File: src/design/sipa_pkg.sv
// Shared definitions for the serial image page assembler.
// Holds configuration defaults, register indexes, result kinds and the
// command and status types between controller and datapath. No dependencies.
`default_nettype none

package sipa_pkg;

   // Default page size in bytes; must be a multiple of four.
   localparam int unsigned PAGE_BYTES_DEFAULT = 64;

   // Reset values of the configuration registers.
   localparam logic [31:0] IMAGE_BASE_RESET  = 32'h0800_1000;
   localparam logic [31:0] IMAGE_LIMIT_RESET = 32'h0800_4000;

   // Configuration register indexes.
   localparam int unsigned CSR_INDEX_WIDTH = 2;
   localparam logic [CSR_INDEX_WIDTH-1:0] CSR_IMAGE_BASE  = 2'd0;
   localparam logic [CSR_INDEX_WIDTH-1:0] CSR_IMAGE_LIMIT = 2'd1;

   // Result kinds.
   localparam logic KIND_PAGE_WORD = 1'b0;
   localparam logic KIND_REJECT    = 1'b1;

   // Commands from the controller to the datapath.
   typedef struct packed {
      logic hdr_addr_wr;   // take a start address byte
      logic hdr_cnt_wr;    // take a byte count byte
      logic byte_wr;       // store a payload byte in the page buffer
      logic rd_en;         // read the current word of the page buffer
      logic word_adv;      // move to the next word of the page
      logic page_end;      // page finished: advance address, empty buffer
      logic show_reject;   // the result on offer is a reject
   } sipa_cmd_type;

   // Status from the datapath to the controller.
   typedef struct packed {
      logic hdr_last;      // this header byte is the fourth of its field
      logic addr_bad;      // start address lies outside the accepted window
      logic count_zero;    // count completed by the current byte is zero
      logic page_end_byte; // the current payload byte closes a page
      logic word_last;     // the current word is the last of the page
      logic xfer_last;     // no payload bytes remain
   } sipa_status_type;

endpackage

`default_nettype wire

File: src/design/serial_image_page_assembler.sv
// Top level of the serial image page assembler: controller plus datapath.
// Depends on sipa_pkg, sipa_ctrl and sipa_datapath.
//
// Usage. Received serial bytes enter on the req_ channel, one byte per
// transaction. Each transfer opens with a four-byte little-endian start
// address and a four-byte little-endian byte count. Payload bytes are then
// gathered into a page buffer of PAGE_BYTES bytes (a multiple of four).
// When the page is full, or the last counted byte arrives, the page leaves on
// the rsp_ channel as PAGE_BYTES/4 word transactions tagged with the page
// address, zero padded where the page is short. A start address outside
// [image_base, image_limit) yields a single reject transaction instead.
// A header or non-final payload byte is taken as soon as it is offered. A
// byte that closes a page is followed, for each word, by a read of the buffer
// memory into a register and then the offer of that word. No byte is taken
// while a page or reject is being delivered. A stalled receiver simply holds
// the current word.
// Reset returns the block to waiting for a start address and restores the
// register defaults; the buffer needs no clearing because bytes beyond the
// fill count always read as zero.
`default_nettype none

module serial_image_page_assembler #(
   parameter int unsigned PAGE_BYTES = sipa_pkg::PAGE_BYTES_DEFAULT
) (
   input  wire logic                                  clock,
   input  wire logic                                  reset,
   input  wire logic                                  csr_write_en,
   input  wire logic [sipa_pkg::CSR_INDEX_WIDTH-1:0]  csr_index,
   input  wire logic [31:0]                           csr_wdata,
   input  wire logic                                  req_valid,
   output logic                                       req_ready,
   input  wire logic [7:0]                            req_rx_byte,
   output logic                                       rsp_valid,
   input  wire logic                                  rsp_ready,
   output logic                                       rsp_kind,
   output logic [31:0]                                rsp_page_address,
   output logic [3:0]                                 rsp_word_index,
   output logic [31:0]                                rsp_data_word,
   output logic                                       rsp_page_last,
   output logic                                       rsp_transfer_last
);
   import sipa_pkg::*;

   sipa_cmd_type    cmd;
   sipa_status_type status;

   // The controller owns the sequencing; the datapath owns all storage.
   sipa_ctrl u_ctrl (
      .clock     (clock),
      .reset     (reset),
      .req_valid (req_valid),
      .req_ready (req_ready),
      .rsp_valid (rsp_valid),
      .rsp_ready (rsp_ready),
      .status    (status),
      .cmd       (cmd)
   );

   sipa_datapath #(
      .PAGE_BYTES (PAGE_BYTES)
   ) u_datapath (
      .clock             (clock),
      .reset             (reset),
      .csr_write_en      (csr_write_en),
      .csr_index         (csr_index),
      .csr_wdata         (csr_wdata),
      .req_rx_byte       (req_rx_byte),
      .cmd               (cmd),
      .status            (status),
      .rsp_kind          (rsp_kind),
      .rsp_page_address  (rsp_page_address),
      .rsp_word_index    (rsp_word_index),
      .rsp_data_word     (rsp_data_word),
      .rsp_page_last     (rsp_page_last),
      .rsp_transfer_last (rsp_transfer_last)
   );

   // Input is never taken while a result is on offer.
   assert property (@(posedge clock) disable iff (reset)
      !(req_ready && rsp_valid))
      else $error("byte accepted while a result is on offer");

   // A reject is always a single transaction closing both page and transfer.
   assert property (@(posedge clock) disable iff (reset)
      (rsp_valid && (rsp_kind == KIND_REJECT)) |-> (rsp_page_last && rsp_transfer_last))
      else $error("reject without last flags");

   // The end of a transfer is always the end of a page.
   assert property (@(posedge clock) disable iff (reset)
      (rsp_valid && rsp_transfer_last) |-> rsp_page_last)
      else $error("transfer end inside a page");

   // After the final word of a page the block returns to taking bytes.
   assert property (@(posedge clock) disable iff (reset)
      (rsp_valid && rsp_ready && rsp_page_last) |=> (!rsp_valid && req_ready))
      else $error("block did not return to input after a page");

endmodule

`default_nettype wire

File: src/design/sipa_datapath.sv
// Datapath of the serial image page assembler: header registers, counters,
// the page buffer memory and the result fields. Depends on sipa_pkg and is
// driven by sipa_ctrl through the command struct.
`default_nettype none

module sipa_datapath #(
   parameter int unsigned PAGE_BYTES = sipa_pkg::PAGE_BYTES_DEFAULT
) (
   input  wire logic                                     clock,
   input  wire logic                                     reset,
   input  wire logic                                     csr_write_en,
   input  wire logic [sipa_pkg::CSR_INDEX_WIDTH-1:0]     csr_index,
   input  wire logic [31:0]                              csr_wdata,
   input  wire logic [7:0]                               req_rx_byte,
   input  wire sipa_pkg::sipa_cmd_type                   cmd,
   output sipa_pkg::sipa_status_type                     status,
   output logic                                          rsp_kind,
   output logic [31:0]                                   rsp_page_address,
   output logic [3:0]                                    rsp_word_index,
   output logic [31:0]                                   rsp_data_word,
   output logic                                          rsp_page_last,
   output logic                                          rsp_transfer_last
);
   import sipa_pkg::*;

   localparam int unsigned WORDS = PAGE_BYTES / 4;
   localparam int unsigned WW    = (WORDS > 1) ? $clog2(WORDS) : 1;
   localparam int unsigned FW    = $clog2(PAGE_BYTES + 1);

   logic [31:0]   base_ff,  base_in;
   logic [31:0]   limit_ff, limit_in;
   logic [1:0]    hc_ff,    hc_in;
   logic [31:0]   addr_ff,  addr_in;
   logic [31:0]   cnt_ff,   cnt_in;
   logic [FW-1:0] fill_ff,  fill_in;
   logic [WW-1:0] word_ff,  word_in;
   logic [31:0]   rdata_ff;
   logic [31:0]   masked;
   logic [31:0]   mem [WORDS];
   logic [WW-1:0] wr_word;
   logic [1:0]    wr_lane;

   always_comb begin
      base_in  = base_ff;
      limit_in = limit_ff;
      if (csr_write_en) begin
         if (csr_index == CSR_IMAGE_BASE) begin
            base_in = csr_wdata;
         end
         if (csr_index == CSR_IMAGE_LIMIT) begin
            limit_in = csr_wdata;
         end
      end
   end

   always_comb begin
      hc_in   = hc_ff;
      addr_in = addr_ff;
      cnt_in  = cnt_ff;
      fill_in = fill_ff;
      word_in = word_ff;
      if (cmd.hdr_addr_wr || cmd.hdr_cnt_wr) begin
         hc_in = hc_ff + 2'd1;
      end
      if (cmd.hdr_addr_wr) begin
         addr_in[hc_ff*8 +: 8] = req_rx_byte;
      end
      if (cmd.hdr_cnt_wr) begin
         cnt_in[hc_ff*8 +: 8] = req_rx_byte;
      end
      if (cmd.byte_wr) begin
         cnt_in  = cnt_ff - 32'd1;
         fill_in = fill_ff + FW'(1);
      end
      if (cmd.word_adv) begin
         word_in = word_ff + WW'(1);
      end
      if (cmd.page_end) begin
         addr_in = addr_ff + 32'(PAGE_BYTES);
         fill_in = '0;
         word_in = '0;
      end
   end

   always_ff @(posedge clock) begin
      if (reset) begin
         base_ff  <= IMAGE_BASE_RESET;
         limit_ff <= IMAGE_LIMIT_RESET;
         hc_ff    <= '0;
         addr_ff  <= '0;
         cnt_ff   <= '0;
         fill_ff  <= '0;
         word_ff  <= '0;
      end else begin
         base_ff  <= base_in;
         limit_ff <= limit_in;
         hc_ff    <= hc_in;
         addr_ff  <= addr_in;
         cnt_ff   <= cnt_in;
         fill_ff  <= fill_in;
         word_ff  <= word_in;
      end
   end

   // Page buffer: one byte lane written per payload byte, one word read at a
   // time. Stale bytes beyond the fill count are masked to zero on the way out.
   assign wr_word = WW'(fill_ff >> 2);
   assign wr_lane = fill_ff[1:0];

   always_ff @(posedge clock) begin
      if (cmd.byte_wr) begin
         mem[wr_word][wr_lane*8 +: 8] <= req_rx_byte;
      end
      if (cmd.rd_en) begin
         rdata_ff <= mem[word_ff];
      end
   end

   always_comb begin
      logic [FW-1:0] pos;
      for (int l = 0; l < 4; l++) begin
         pos = (FW'(word_ff) << 2) + FW'(l);
         masked[l*8 +: 8] = (pos < fill_ff) ? rdata_ff[l*8 +: 8] : 8'd0;
      end
   end

   always_comb begin
      status.hdr_last      = (hc_ff == 2'd3);
      status.addr_bad      = (addr_ff < base_ff) || (addr_ff >= limit_ff);
      status.count_zero    = (req_rx_byte == 8'd0) && (cnt_ff[23:0] == 24'd0);
      status.page_end_byte = (fill_ff == FW'(PAGE_BYTES - 1)) || (cnt_ff == 32'd1);
      status.word_last     = (word_ff == WW'(WORDS - 1));
      status.xfer_last     = (cnt_ff == 32'd0);
   end

   always_comb begin
      if (cmd.show_reject) begin
         rsp_kind          = KIND_REJECT;
         rsp_word_index    = 4'd0;
         rsp_data_word     = 32'd0;
         rsp_page_last     = 1'b1;
         rsp_transfer_last = 1'b1;
      end else begin
         rsp_kind          = KIND_PAGE_WORD;
         rsp_word_index    = 4'(word_ff);
         rsp_data_word     = masked;
         rsp_page_last     = status.word_last;
         rsp_transfer_last = status.word_last && status.xfer_last;
      end
      rsp_page_address = addr_ff;
   end

endmodule

`default_nettype wire

File: src/design/sipa_ctrl.sv
// Controller of the serial image page assembler: the sequencing state
// machine. Depends on sipa_pkg; commands sipa_datapath by struct.
`default_nettype none

module sipa_ctrl (
   input  wire logic                  clock,
   input  wire logic                  reset,
   input  wire logic                  req_valid,
   output logic                       req_ready,
   output logic                       rsp_valid,
   input  wire logic                  rsp_ready,
   input  wire sipa_pkg::sipa_status_type status,
   output sipa_pkg::sipa_cmd_type     cmd
);
   import sipa_pkg::*;

   localparam logic [2:0] ST_ADDR   = 3'd0;
   localparam logic [2:0] ST_COUNT  = 3'd1;
   localparam logic [2:0] ST_DATA   = 3'd2;
   localparam logic [2:0] ST_READ   = 3'd3;
   localparam logic [2:0] ST_SHOW   = 3'd4;
   localparam logic [2:0] ST_REJECT = 3'd5;

   logic [2:0] state_ff, state_in;
   logic       req_fire;
   logic       rsp_fire;

   assign req_fire = req_valid && req_ready;
   assign rsp_fire = rsp_valid && rsp_ready;

   always_comb begin
      state_in  = state_ff;
      req_ready = 1'b0;
      rsp_valid = 1'b0;
      cmd       = '0;
      unique case (state_ff)
         ST_ADDR: begin
            req_ready       = 1'b1;
            cmd.hdr_addr_wr = req_fire;
            if (req_fire && status.hdr_last) begin
               state_in = ST_COUNT;
            end
         end
         ST_COUNT: begin
            req_ready      = 1'b1;
            cmd.hdr_cnt_wr = req_fire;
            if (req_fire && status.hdr_last) begin
               priority if (status.addr_bad) begin
                  state_in = ST_REJECT;
               end else if (status.count_zero) begin
                  state_in = ST_ADDR;
               end else begin
                  state_in = ST_DATA;
               end
            end
         end
         ST_DATA: begin
            req_ready   = 1'b1;
            cmd.byte_wr = req_fire;
            if (req_fire && status.page_end_byte) begin
               state_in = ST_READ;
            end
         end
         ST_READ: begin
            cmd.rd_en = 1'b1;
            state_in  = ST_SHOW;
         end
         ST_SHOW: begin
            rsp_valid = 1'b1;
            if (rsp_fire) begin
               if (status.word_last) begin
                  cmd.page_end = 1'b1;
                  state_in     = status.xfer_last ? ST_ADDR : ST_DATA;
               end else begin
                  cmd.word_adv = 1'b1;
                  state_in     = ST_READ;
               end
            end
         end
         ST_REJECT: begin
            rsp_valid       = 1'b1;
            cmd.show_reject = 1'b1;
            if (rsp_fire) begin
               state_in = ST_ADDR;
            end
         end
         default: begin
            state_in = ST_ADDR;
         end
      endcase
   end

   always_ff @(posedge clock) begin
      if (reset) begin
         state_ff <= ST_ADDR;
      end else begin
         state_ff <= state_in;
      end
   end

endmodule

`default_nettype wire

File: config.mk
export PLATFORM = sky130hd
export DESIGN_NAME = serial_image_page_assembler
export DESIGN_NICKNAME = d
export VERILOG_FILES = /design/src/design/sipa_pkg.sv /design/src/design/serial_image_page_assembler.sv /design/src/design/sipa_datapath.sv /design/src/design/sipa_ctrl.sv
export SDC_FILE = /design/constraint.sdc
export NUM_CORES = 1
export LEC_CHECK = 0
export BUFFER_PORTS_ARGS = -buffer_cell sky130_fd_sc_hd__buf_2
export CORE_MARGIN = 8
export CORE_UTILIZATION = 50
export CTS_BUF_LIST = sky130_fd_sc_hd__clkbuf_4 sky130_fd_sc_hd__clkbuf_8
export DETAILED_ROUTE_END_ITERATION = 10
export MAX_ROUTING_LAYER = met4
export PLACE_DENSITY_LB_ADDON = 0.12
export SLEW_MARGIN = 10
export SYNTH_ARGS = -nofsm -noshare
export SYNTH_HDL_FRONTEND = slang
export SYNTH_SLANG_ARGS = --single-unit
File: constraint.sdc
create_clock -name clock -period 3.9 [get_ports clock]
set_clock_uncertainty 0.05 [all_clocks]
set_input_delay 0.585 -clock clock [delete_from_list [all_inputs] [get_ports clock]]
set_output_delay 0.585 -clock clock [all_outputs]
set_load 0.02 [all_outputs]
; ---- Yosys cells after proc, flatten, opt, wreduce, memory -nomap -nowiden
; Memory sizes are Yosys's and may differ from the RTL's. A register that Yosys moved wholly into a read port is not among the register bits.
; Cells that the tools add are included.
[word_totals]
ram_bits = 512
out_inout_bits = 73
input_bits = 47
register_bits = 144
mem_count = 1
wordCells = 104
[op_classes]
n_shift = 4
n_eq_ne = 15
addsub = 10
magnitude_cmp = 6
n_mux = 38
n_reduce_logical = 22
[memory_table]
columns = memory, depth, word_bits, read_ports, rd_clocked_by_memory_dff, wr, line
row1 = u_datapath.mem, 16, 32, 1, 1, 1, sipa_datapath.sv:39  ; logic [31:0] mem [WORDS];
[op_table]
columns = operator, n
row1 = two-way mux 32 bit, 6
row2 = negator 5 -> 34 bit, 2
row3 = "variable shift 8 x 34 -> 32 bit, first input constant", 2
row4 = variable part select 8 x 34 -> 32 bit, 2
row5 = bitwise mux 32 bit, 2
row6 = "adder 32 x 7 -> 32 bit, second input constant", 1
row7 = "== test 32 x 1 -> 1 bit, second input constant", 1
row8 = >= comparator 32 bit, 1
row9 = logical NOT 32 bit, 1
row10 = < comparator 32 bit, 1
row11 = two-way mux 8 bit, 4
row12 = "subtractor 32 x 1 -> 32 bit, second input constant", 1
row13 = logical NOT 24 bit, 1
row14 = < comparator 7 bit, 3
row15 = two-way mux 3 bit, 7
row16 = case mux 3 bit (6 select lines), 1
row17 = "adder 6 x 2 -> 7 bit, second input constant", 2
row18 = two-way mux 1 bit, 13
row19 = "inequality test 2 x 1 -> 1 bit, second input constant", 5
row20 = logical NOT 8 bit, 1
row21 = two-way mux 2 bit, 4
row22 = "adder 6 x 1 -> 7 bit, second input constant", 1
row23 = "adder 7 x 1 -> 7 bit, second input constant", 1
row24 = "== test 7 x 6 -> 1 bit, second input constant", 1
row25 = other kinds (19), 31

; ---- Depth between registers and ports, before layout
; Gate-level depths: netlist (run 1).
[logic_depth]
depth_word = 7
ltp_mapped = 10
depth_no_buf = 9

; ---- Modules after synthesis
; A second synthesis (run 1) with hierarchy kept.
[hier_totals]
hier_cells = 2014
area_unflattened_um2 = 29424.5
[modules_own_cells]
columns = module, instances, seq_area_each_um2, area_each_um2, cells_per_inst
row1 = sipa_datapath, 1, 19158.4, 29159.2, 1975
row2 = sipa_ctrl, 1, 60.1, 265.3, 39

; ---- Worst setup path before layout (run 1)
; Ideal clock, no wire load.
[synth_timing]
path_type = flip-flop to output port
from = register u_datapath.word_ff[0]
to = output rsp_data_word[0]
n_path_buf = 3
path_slack_ps = 885
stages_incl_launch_ff = 9
t_arrival_ps = 2380
t_required_ps = 3265
path_cell_list = dfxtp_1 -> clkbuf_1 -> clkbuf_1 -> buf_1 -> inv_1 -> ha_1 -> a31oi_1 -> o21ai_1 -> nor2_1
[synth_via]
elab_chain_len = 3
[synth_lines]
columns = item, line
row1 = "start, declared", sipa_datapath.sv:36  ; logic [WW-1:0] word_ff, word_in;
row2 = "start signal, assigned", sipa_datapath.sv:101  ; word_ff <= word_in;
row3 = < comparator 6 x 7 -> 1 bit, sipa_datapath.sv:123  ; masked[l*8 +: 8] = (pos < fill_ff) ? rdata_ff[l*8 +: 8] : 8'd0;
row4 = two-way mux 8 bit, sipa_datapath.sv:123
row5 = two-way mux 32 bit, sipa_datapath.sv:137  ; if (cmd.show_reject) begin
row6 = "end, declared", serial_image_page_assembler.sv:38  ; output logic [31:0] rsp_data_word,
; Every way passes these cells.

; ---- Worst setup path in the final report (run 1)
[layout_timing]
from = register u_datapath.fill_ff[4]
to = output rsp_data_word[31]
[layout_via]
elab_chain_len = 3
[layout_lines]
columns = item, line
row1 = "start, declared", sipa_datapath.sv:35  ; logic [FW-1:0] fill_ff, fill_in;
row2 = "start signal, assigned", sipa_datapath.sv:100  ; fill_ff <= fill_in;
row3 = < comparator 7 bit, sipa_datapath.sv:123
row4 = two-way mux 8 bit, sipa_datapath.sv:123
row5 = two-way mux 32 bit, sipa_datapath.sv:137
; Every way passes these cells.

==> flow_metrics.py, run 1 <==
metrics = {
    "run": {
        "maxCapViolCount": 0,
    },
    "critical_path": {
        "crit_slowest_cell": "dfxtp_1",
        "critPathLaunchType": "flop",
        "crit_path_end_kind": "primary output",
        "crit_chain": "inv_1, ha_1, a21o_1, a21oi_1, nor2_1, nor2_1, o21a_1, and2_1, buf_2",
        "crit_top_cell": "nor2_1",
        "rrSetupSlack_ns": 0.69,
        "critPathArrivalTime_ns": 3.11,
        "cpPeakStageDelay_ns": 0.45,
        "cp_num_buf_inv": 2,
        "worstPathRequired_ns": 3.26,
        "path_max_fanout": 8,
        "critPathTopFamily": "compound AO/OA/AOI/OAI gates",
        "crit_type": "reg -> out",
    },
    "power_and_ir_drop": {
        "p_sw_mw": 3.088,
        "powerDensity_nw_per_um2": 436.3,
        "switching_share_pct": 21.41,
        "power_frac_clock_pct": 42.8,
        "p_seq_share_pct": 54.7,
        "p_comb_share_pct": 2.5,
        "p_leak_nw": 11.09,
        "p_int_mw": 11.34,
        "max-vdd-ir-drop_mv": 0.2719,
    },
    "synthesis": {
        "async_flop_share_pct": 0,
        "yosysUniqueCellTypes": 66,
        "netlist_area_um2": 29340,
        "syn_inst": 2036,
        "synth_nets": 2166,
        "syn_avg_cell_area_um2": 14.41,
        "ys_warn_count": 0,
        "synth-edff-count": 544,
        "synth_flop_cell": "edfxtp_1",
        "ys_seq_elements": 688,
        "ys_seq_area_share_pct": 65.51,
    },
    "clocking": {
        "post_cts_buffers": 0,
        "cts.sinks": 688,
        "worstSkewPairLatency_ns": 0.69,
        "cts_tree": "built",
        "path_clk_slew_ns": 0.06,
        "cts-buffers-inserted": 108,
        "ctsHtreeMaxLevel": 3,
        "cts-root-buf": "clkbuf_8",
        "clockBufferDepth": 3,
    },
    "timing": {
        "whs_ns": 0.07675,
        "finalHoldViolations": 0,
        "setup_ws_ns": 0.1529,
        "tightest_slew_ns": 0.9876,
        "fmax_mhz": 266.9,
        "fin_crit_sh_pct": 96.08,
        "setup_viol": 0,
        "tns_ns": 0,
        "slew_violations": 0,
        "fin_crit_ns": 3.747,
        "slew_headroom_pct": 34.16,
        "rsz0062_at_grt": "yes",
    },
    "place": {
        "portBuffers": 119,
        "place_congestion": 0.8574,
        "hpwl_um": 45280,
        "dp_slack_ns": 0.6625,
    },
    "routing": {
        "vias": 17623,
        "drcViolationCount": 0,
        "dr.pass1.iters": 5,
        "wl_um": 67830,
        "via_per_inst": 5.759,
        "antenna_left": 0,
        "wl_per_cell_um": 22.17,
        "drt_iter0_drc": 1406,
    },
    "global_route": {
        "grt_overflow": 0,
        "grt_use_total_pct": 20.88,
        "grt_pass1_wl_um": 105600,
        "antenna_found_initial": 1,
        "grt_pass1_vias": 18212,
        "grt_max_degree": 90,
    },
    "floorplanning": {
        "die_y_um": 258.2,
        "io_pins": 120,
        "rows": 88,
        "initial_core_util_pct": 50.75,
        "die_x_um": 258.2,
        "core_um2": 57810,
        "die_area_um2": 66680,
    },
    "run_status": {
        "status": "finished, final reports clean",
    },
    "cells_and_area": {
        "fin_nets": 2327,
        "layout-drive-gt1-share_pct": 22.59,
        "mostFrequentLayoutCells": "544 x edfxtp_1, 215 x nand2_1, 174 x nor2_1",
        "layout_commonest_cell": "edfxtp_1",
        "area_growth_pct": 12.70,
    },
    "hold_path": {
        "hold_class": "in -> reg",
    },
}
-- sequential cells by signal, summed over array words and instances (netlist names) --
name                         flops
u_datapath.mem                 512
u_datapath.base_ff              32
u_datapath.word_ff               4
u_datapath.fill_ff               7
u_datapath.limit_ff             32
u_datapath.rsp_page_address     32
u_ctrl.state_ff                  3
u_datapath.cnt_ff               32
u_datapath.hc_ff                 2
u_datapath.rdata_ff             32
-- cells in the mapped netlist, types with 3 or more instances --
library cell | instances | area share (%)
edfxtp_1 | 544 | 56
and4_1 | 4 | 0.12
a21o_1 | 10 | 0.26
buf_1 | 17 | 0.22
clkbuf_1 | 78 | 1.0
nor2_1 | 176 | 2.3
nor4bb_1 | 3 | 0.10
inv_1 | 102 | 1.3
mux4_2 | 160 | 12
nor3b_1 | 4 | 0.10
a221oi_1 | 4 | 0.12
o211ai_1 | 12 | 0.31
o21ai_1 | 4 | 0.068
or4_1 | 10 | 0.26
o21a_1 | 3 | 0.077
a22oi_1 | 7 | 0.18
nor3_1 | 27 | 0.46
or3_1 | 16 | 0.34
nand4_1 | 20 | 0.43
or2_2 | 3 | 0.064
ha_1 | 83 | 3.5
o21ai_0 | 19 | 0.32
nand3_1 | 42 | 0.72
buf_2 | 4 | 0.068
a211oi_1 | 8 | 0.20
dfxtp_1 | 144 | 9.8
mux2i_1 | 12 | 0.41
and2_1 | 48 | 1.0
xnor2_1 | 10 | 0.30
a222oi_1 | 3 | 0.10
nand2b_1 | 5 | 0.11
nor4_1 | 13 | 0.28
a21oi_1 | 135 | 2.3
and3_1 | 6 | 0.13
a211o_1 | 7 | 0.21
nand2_1 | 215 | 2.8
a31oi_1 | 27 | 0.58
nand3b_1 | 8 | 0.20
o311ai_0 | 7 | 0.21
-- per-layer routing --
| metal | up-vias | GRT usage (%) | share of wire, % |
|---|---|---|---|
| li1 | 8110 | - | - |
| met1 | 8829 | 26.51 | 42 |
| met2 | 566 | 34.41 | 50 |
| met3 | 118 | 3.450 | 5.7 |
| met4 | 0 | 6.686 | 2.4 |
| met5 | - | - | 0 |
-- cell type report --
| type | count | area, um^2 |
|---|---|---|
| antenna | 2 | 5.005 |
| clock buffer | 159 | 1951 |
| clock inverter | 47 | 294.0 |
| fill | 4641 | 24740 |
| inverter | 102 | 382.9 |
| multi-input combinational | 1146 | 9395 |
| sequential | 688 | 19230 |
| tap | 765 | 957.2 |
| timing repair buffer | 151 | 850.8 |
-- power by group through the flow --
stage	sequential [mW]	combinational (mW)	clock, mW
floorplan	8.04	0.211	0
global placement	8.04	0.344	0
detailed placement	8.05	0.355	0
CTS	7.89	0.356	6.31
global route	7.89	0.393	6.62
finish	7.89	0.354	6.18
-- worst reg2reg max path, delay by kind of cell, from the launching register on --
family / cells / cell delay, ns
simple gates: 4 / 2.30
flops: 1 / 0.61
compound gates: 1 / 0.17
-- kinds of logic after synthesis --
| family | share of synthesized area (%) |
|---|---|
| AND/OR/NAND/NOR | 9.788 |
| flip-flops | 65.51 |
| adder cells (fa/ha/maj) | 3.540 |
| buffers and inverters | 2.606 |
| XOR/XNOR | 0.3582 |
| AO/OA/AOI/OAI | 5.510 |
| multiplexers | 12.69 |
-- repair_timing --
action / 4_1_cts / 5_1_grt
hold buffers: 0 / 0
endpoints found under the setup margin: 0 / 25
gates resized for setup: 0 / 2
-- final timing paths --
kind                                              from                               to  cells after the start
worst min register to register  u_datapath.base_ff[15]           u_datapath.base_ff[15]                      2
worst max-delay path             u_datapath.fill_ff[4]                rsp_data_word[31]                      9
worst min-delay path                     csr_wdata[12]           u_datapath.base_ff[12]                      2
worst max register to register      u_ctrl.state_ff[2]  u_datapath.rsp_page_address[27]                      5
-- per-stage QoR --
| step | power (mW) | std cells | instance area, um^2 | util (%) |
|---|---|---|---|---|
| floorplan | 8.256 | 2036 | 29340 | - |
| global placement | 8.388 | 2852 | 30800 | 53.29 |
| detailed placement | 8.400 | 2852 | 30800 | 53.29 |
| CTS | 14.55 | 3058 | 33050 | 57.17 |
| global route | 14.91 | 3059 | 33060 | 57.19 |
| finish | 14.42 | 3060 | 33060 | 57.20 |
Power figures use the tool's default switching activity.
==> run 2: changes to the inputs <==
Settings changed: BUFFER_PORTS_ARGS -buffer_cell sky130_fd_sc_hd__buf_2 to unset, DONT_BUFFER_PORTS set to 1, SKIP_CTS_REPAIR_TIMING set to 1, SYNTH_HIERARCHICAL set to 1.
==> flow_metrics.py, run 2 <==
metrics = {
    "critical_path": {
        "cpPeakStageDelay_ns": 0.76,
        "crit_slowest_cell": "or4b_2",
        "worstReg2RegEnd": "u_datapath/rsp_page_address[8]",
        "crit_type": "reg -> out",
        "path_max_fanout": 6,
        "worst-r2r-cell-count": 10,
        "worstPathRequired_ns": 3.26,
        "crit_path_end_kind": "primary output",
        "rr_startpoint": "u_datapath/word_ff[1]",
        "critPathArrivalTime_ns": 3.09,
        "rrSetupSlack_ns": 0.51,
        "critPathLaunchType": "flop",
        "crit_chain": "or4_4, or4b_2, nor2_2, and3_1, a21o_2",
    },
    "synthesis": {
        "synth_flop_cell": "edfxtp_1",
        "netlist_top_cells_area": "edfxtp_1 56%, mux4_2 12%, dfxtp_1 9.8%, ha_1 3.5%, nand2_1 2.7%",
        "ys_seq_elements": 688,
        "synth_largest_area_cell": "edfxtp_1",
        "async_flop_share_pct": 0,
        "synth-edff-count": 544,
        "yosysUniqueCellTypes": 67,
        "syn_avg_cell_area_um2": 14.61,
        "syn_inst": 2014,
        "ys_warn_count": 6,
        "yosysTopAreaCellShare_pct": 55.52,
        "ys_seq_area_share_pct": 65.31,
        "netlist_area_um2": 29420,
        "yosysMostFrequentCell": "edfxtp_1",
        "synth_nets": 2144,
        "ys_top_cells_by_count": "544 x edfxtp_1, 215 x nand2_1, 160 x mux4_2",
    },
    "clocking": {
        "worstSkewPairLatency_ns": 0.71,
        "ctsHtreeMaxLevel": 3,
        "cts.sinks": 688,
        "cts-buffers-inserted": 112,
        "path_clk_slew_ns": 0.06,
        "clockBufferDepth": 3,
        "cts_tree": "built",
        "cts-root-buf": "clkbuf_8",
    },
    "global_route": {
        "antenna_found_initial": 2,
        "grt_overflow": 0,
        "grt_pass1_vias": 17511,
        "grt_use_total_pct": 21.68,
        "grt_max_degree": 137,
        "grt_pass1_wl_um": 106800,
    },
    "timing": {
        "slew_violations": 0,
        "rsz0062_at_grt": "no",
        "fmax_mhz": 268.3,
        "slew_headroom_pct": 31.84,
        "setup_viol": 0,
        "tns_ns": 0,
        "finalHoldViolations": 0,
        "whs_ns": 0.0001762,
        "fin_crit_ns": 3.727,
        "tightest_slew_ns": 1.022,
        "fin_crit_sh_pct": 95.55,
    },
    "place": {
        "place_congestion": 0.8558,
        "hpwl_um": 44570,
        "portBuffers": 0,
    },
    "routing": {
        "drcViolationCount": 0,
        "wl_per_cell_um": 23.94,
        "dr.pass1.iters": 6,
        "via_per_inst": 5.790,
        "drt_iter0_drc": 1496,
        "antenna_left": 0,
        "wl_um": 72470,
        "vias": 17527,
    },
    "cells_and_area": {
        "mostFrequentLayoutCells": "544 x edfxtp_1, 215 x nand2_1, 160 x mux4_2",
        "n_fill_cell": 4690,
        "finish.utilization_pct": 57.13,
        "fin_nets": 2294,
        "layout_commonest_cell": "edfxtp_1",
        "area_growth_pct": 13.73,
        "layout-drive-gt1-share_pct": 20.72,
        "largest_reg_flops": 512,
        "regMostFlops": "u_datapath/mem",
    },
    "hold_path": {
        "hold_class": "in -> reg",
        "hold_end": "u_datapath/rsp_page_address[23]",
        "hold_depth": 2,
        "hp-start": "req_rx_byte[7]",
    },
    "floorplanning": {
        "die_y_um": 258.6,
        "rows": 89,
        "io_pins": 120,
        "core_um2": 58570,
        "initial_core_util_pct": 50.23,
        "die_area_um2": 66870,
        "die_x_um": 258.6,
    },
    "run": {
        "maxCapViolCount": 0,
    },
    "power_and_ir_drop": {
        "powerDensity_nw_per_um2": 431.6,
        "p_total_mw": 14.44,
        "max-vdd-ir-drop_mv": 0.3225,
        "p_leak_nw": 10.99,
    },
    "run_status": {
        "status": "finished, final reports clean",
    },
}
[run 2: cell types whose count changed after synthesis, sizes merged, moves of 8 or more]
cell / delta
nor2b: +9
inv: -20
nor2: -22
and3: +12
a31oi: -16
a221oi: +8
and2: +11
xor2: +13
[run 2: critical path, delay by kind of cell (launching register included)]
| family | cells | cell delay (ns) |
|---|---|---|
| AO/OA/AOI/OAI | 1 | 0.24 |
| flip-flops | 1 | 0.35 |
| AND/OR/NAND/NOR | 4 | 1.82 |
[run 2: layout make-up]
cell class              count  area [um^2]  area share, %
clock buffers             159         1951          5.829
multi-input cells        1144         9554          28.55
inverters                  82        307.8         0.9198
flip-flops and latches    688        19230          57.46
clock inverters            40        287.8         0.8600
repair buffers            136         1155          3.451
diodes                      5        12.51        0.03739
well taps                 773        967.2          2.890
[run 2: kinds of logic (layout without fill, tap and decap cells)]
logic type / after synthesis / after routing / synth area share [%]
compound gates: 253 / 253 / 5.349
mux: 177 / 177 / 12.84
simple gates: 601 / 601 / 9.738
other cells: 0 / 5 / 0
fa+ha+maj: 83 / 83 / 3.529
buf+inv: 182 / 417 / 2.339
flops: 688 / 688 / 65.31
xor+xnor: 30 / 30 / 0.8930
[run 2: how the worst max path moves through the flow]
stage / start / to / slack [ns] / cells after the start
3_5_place_dp: u_datapath/word_ff[0] / rsp_data_word[7] / 0.47 / 6
3_3_place_gp: u_datapath/word_ff[0] / rsp_data_word[7] / 0.51 / 6
5_1_grt: u_datapath/cnt_ff[16] / rsp_transfer_last / 0.04 / 5
6_report: u_datapath/cnt_ff[16] / rsp_transfer_last / 0.17 / 5
4_1_cts: u_datapath/word_ff[0] / rsp_data_word[7] / -0.33 / 6
2_1_floorplan: u_datapath/word_ff[3] / u_datapath/rsp_page_address[28] / 0.67 / 10
[run 2: stage by stage]
stage	setup slack (ns)	std cells	instance area [um^2]
global route	0.04069	3025	33460
finish	0.1735	3027	33460
detailed placement	0.4662	2779	30740
CTS	-0.3324	2978	32980
floorplan	0.6675	2014	29420
global placement	0.5119	2779	30740
[run 2: per-layer routing]
| layer | up-vias | wire, um | share of wire (%) | GRT usage, % |
|---|---|---|---|---|
| met5 | - | 0 | 0 | - |
| met4 | 0 | 2136 | 2.9 | 7.593 |
| met3 | 149 | 5189 | 7.2 | 5.388 |
| met2 | 594 | 36770 | 51 | 36.16 |
| met1 | 8767 | 28380 | 39 | 25.61 |
| li1 | 8017 | - | - | - |
[run 2: report_power, final]
| group | internal, mW | total (mW) | switching [mW] |
|---|---|---|---|
| Clock | 3.47 | 6.21 | 2.74 |
| Sequential | 7.86 | 7.89 | 0.0347 |
| Combinational | 0.124 | 0.339 | 0.214 |
| Total | 11.5 | 14.4 | 2.99 |
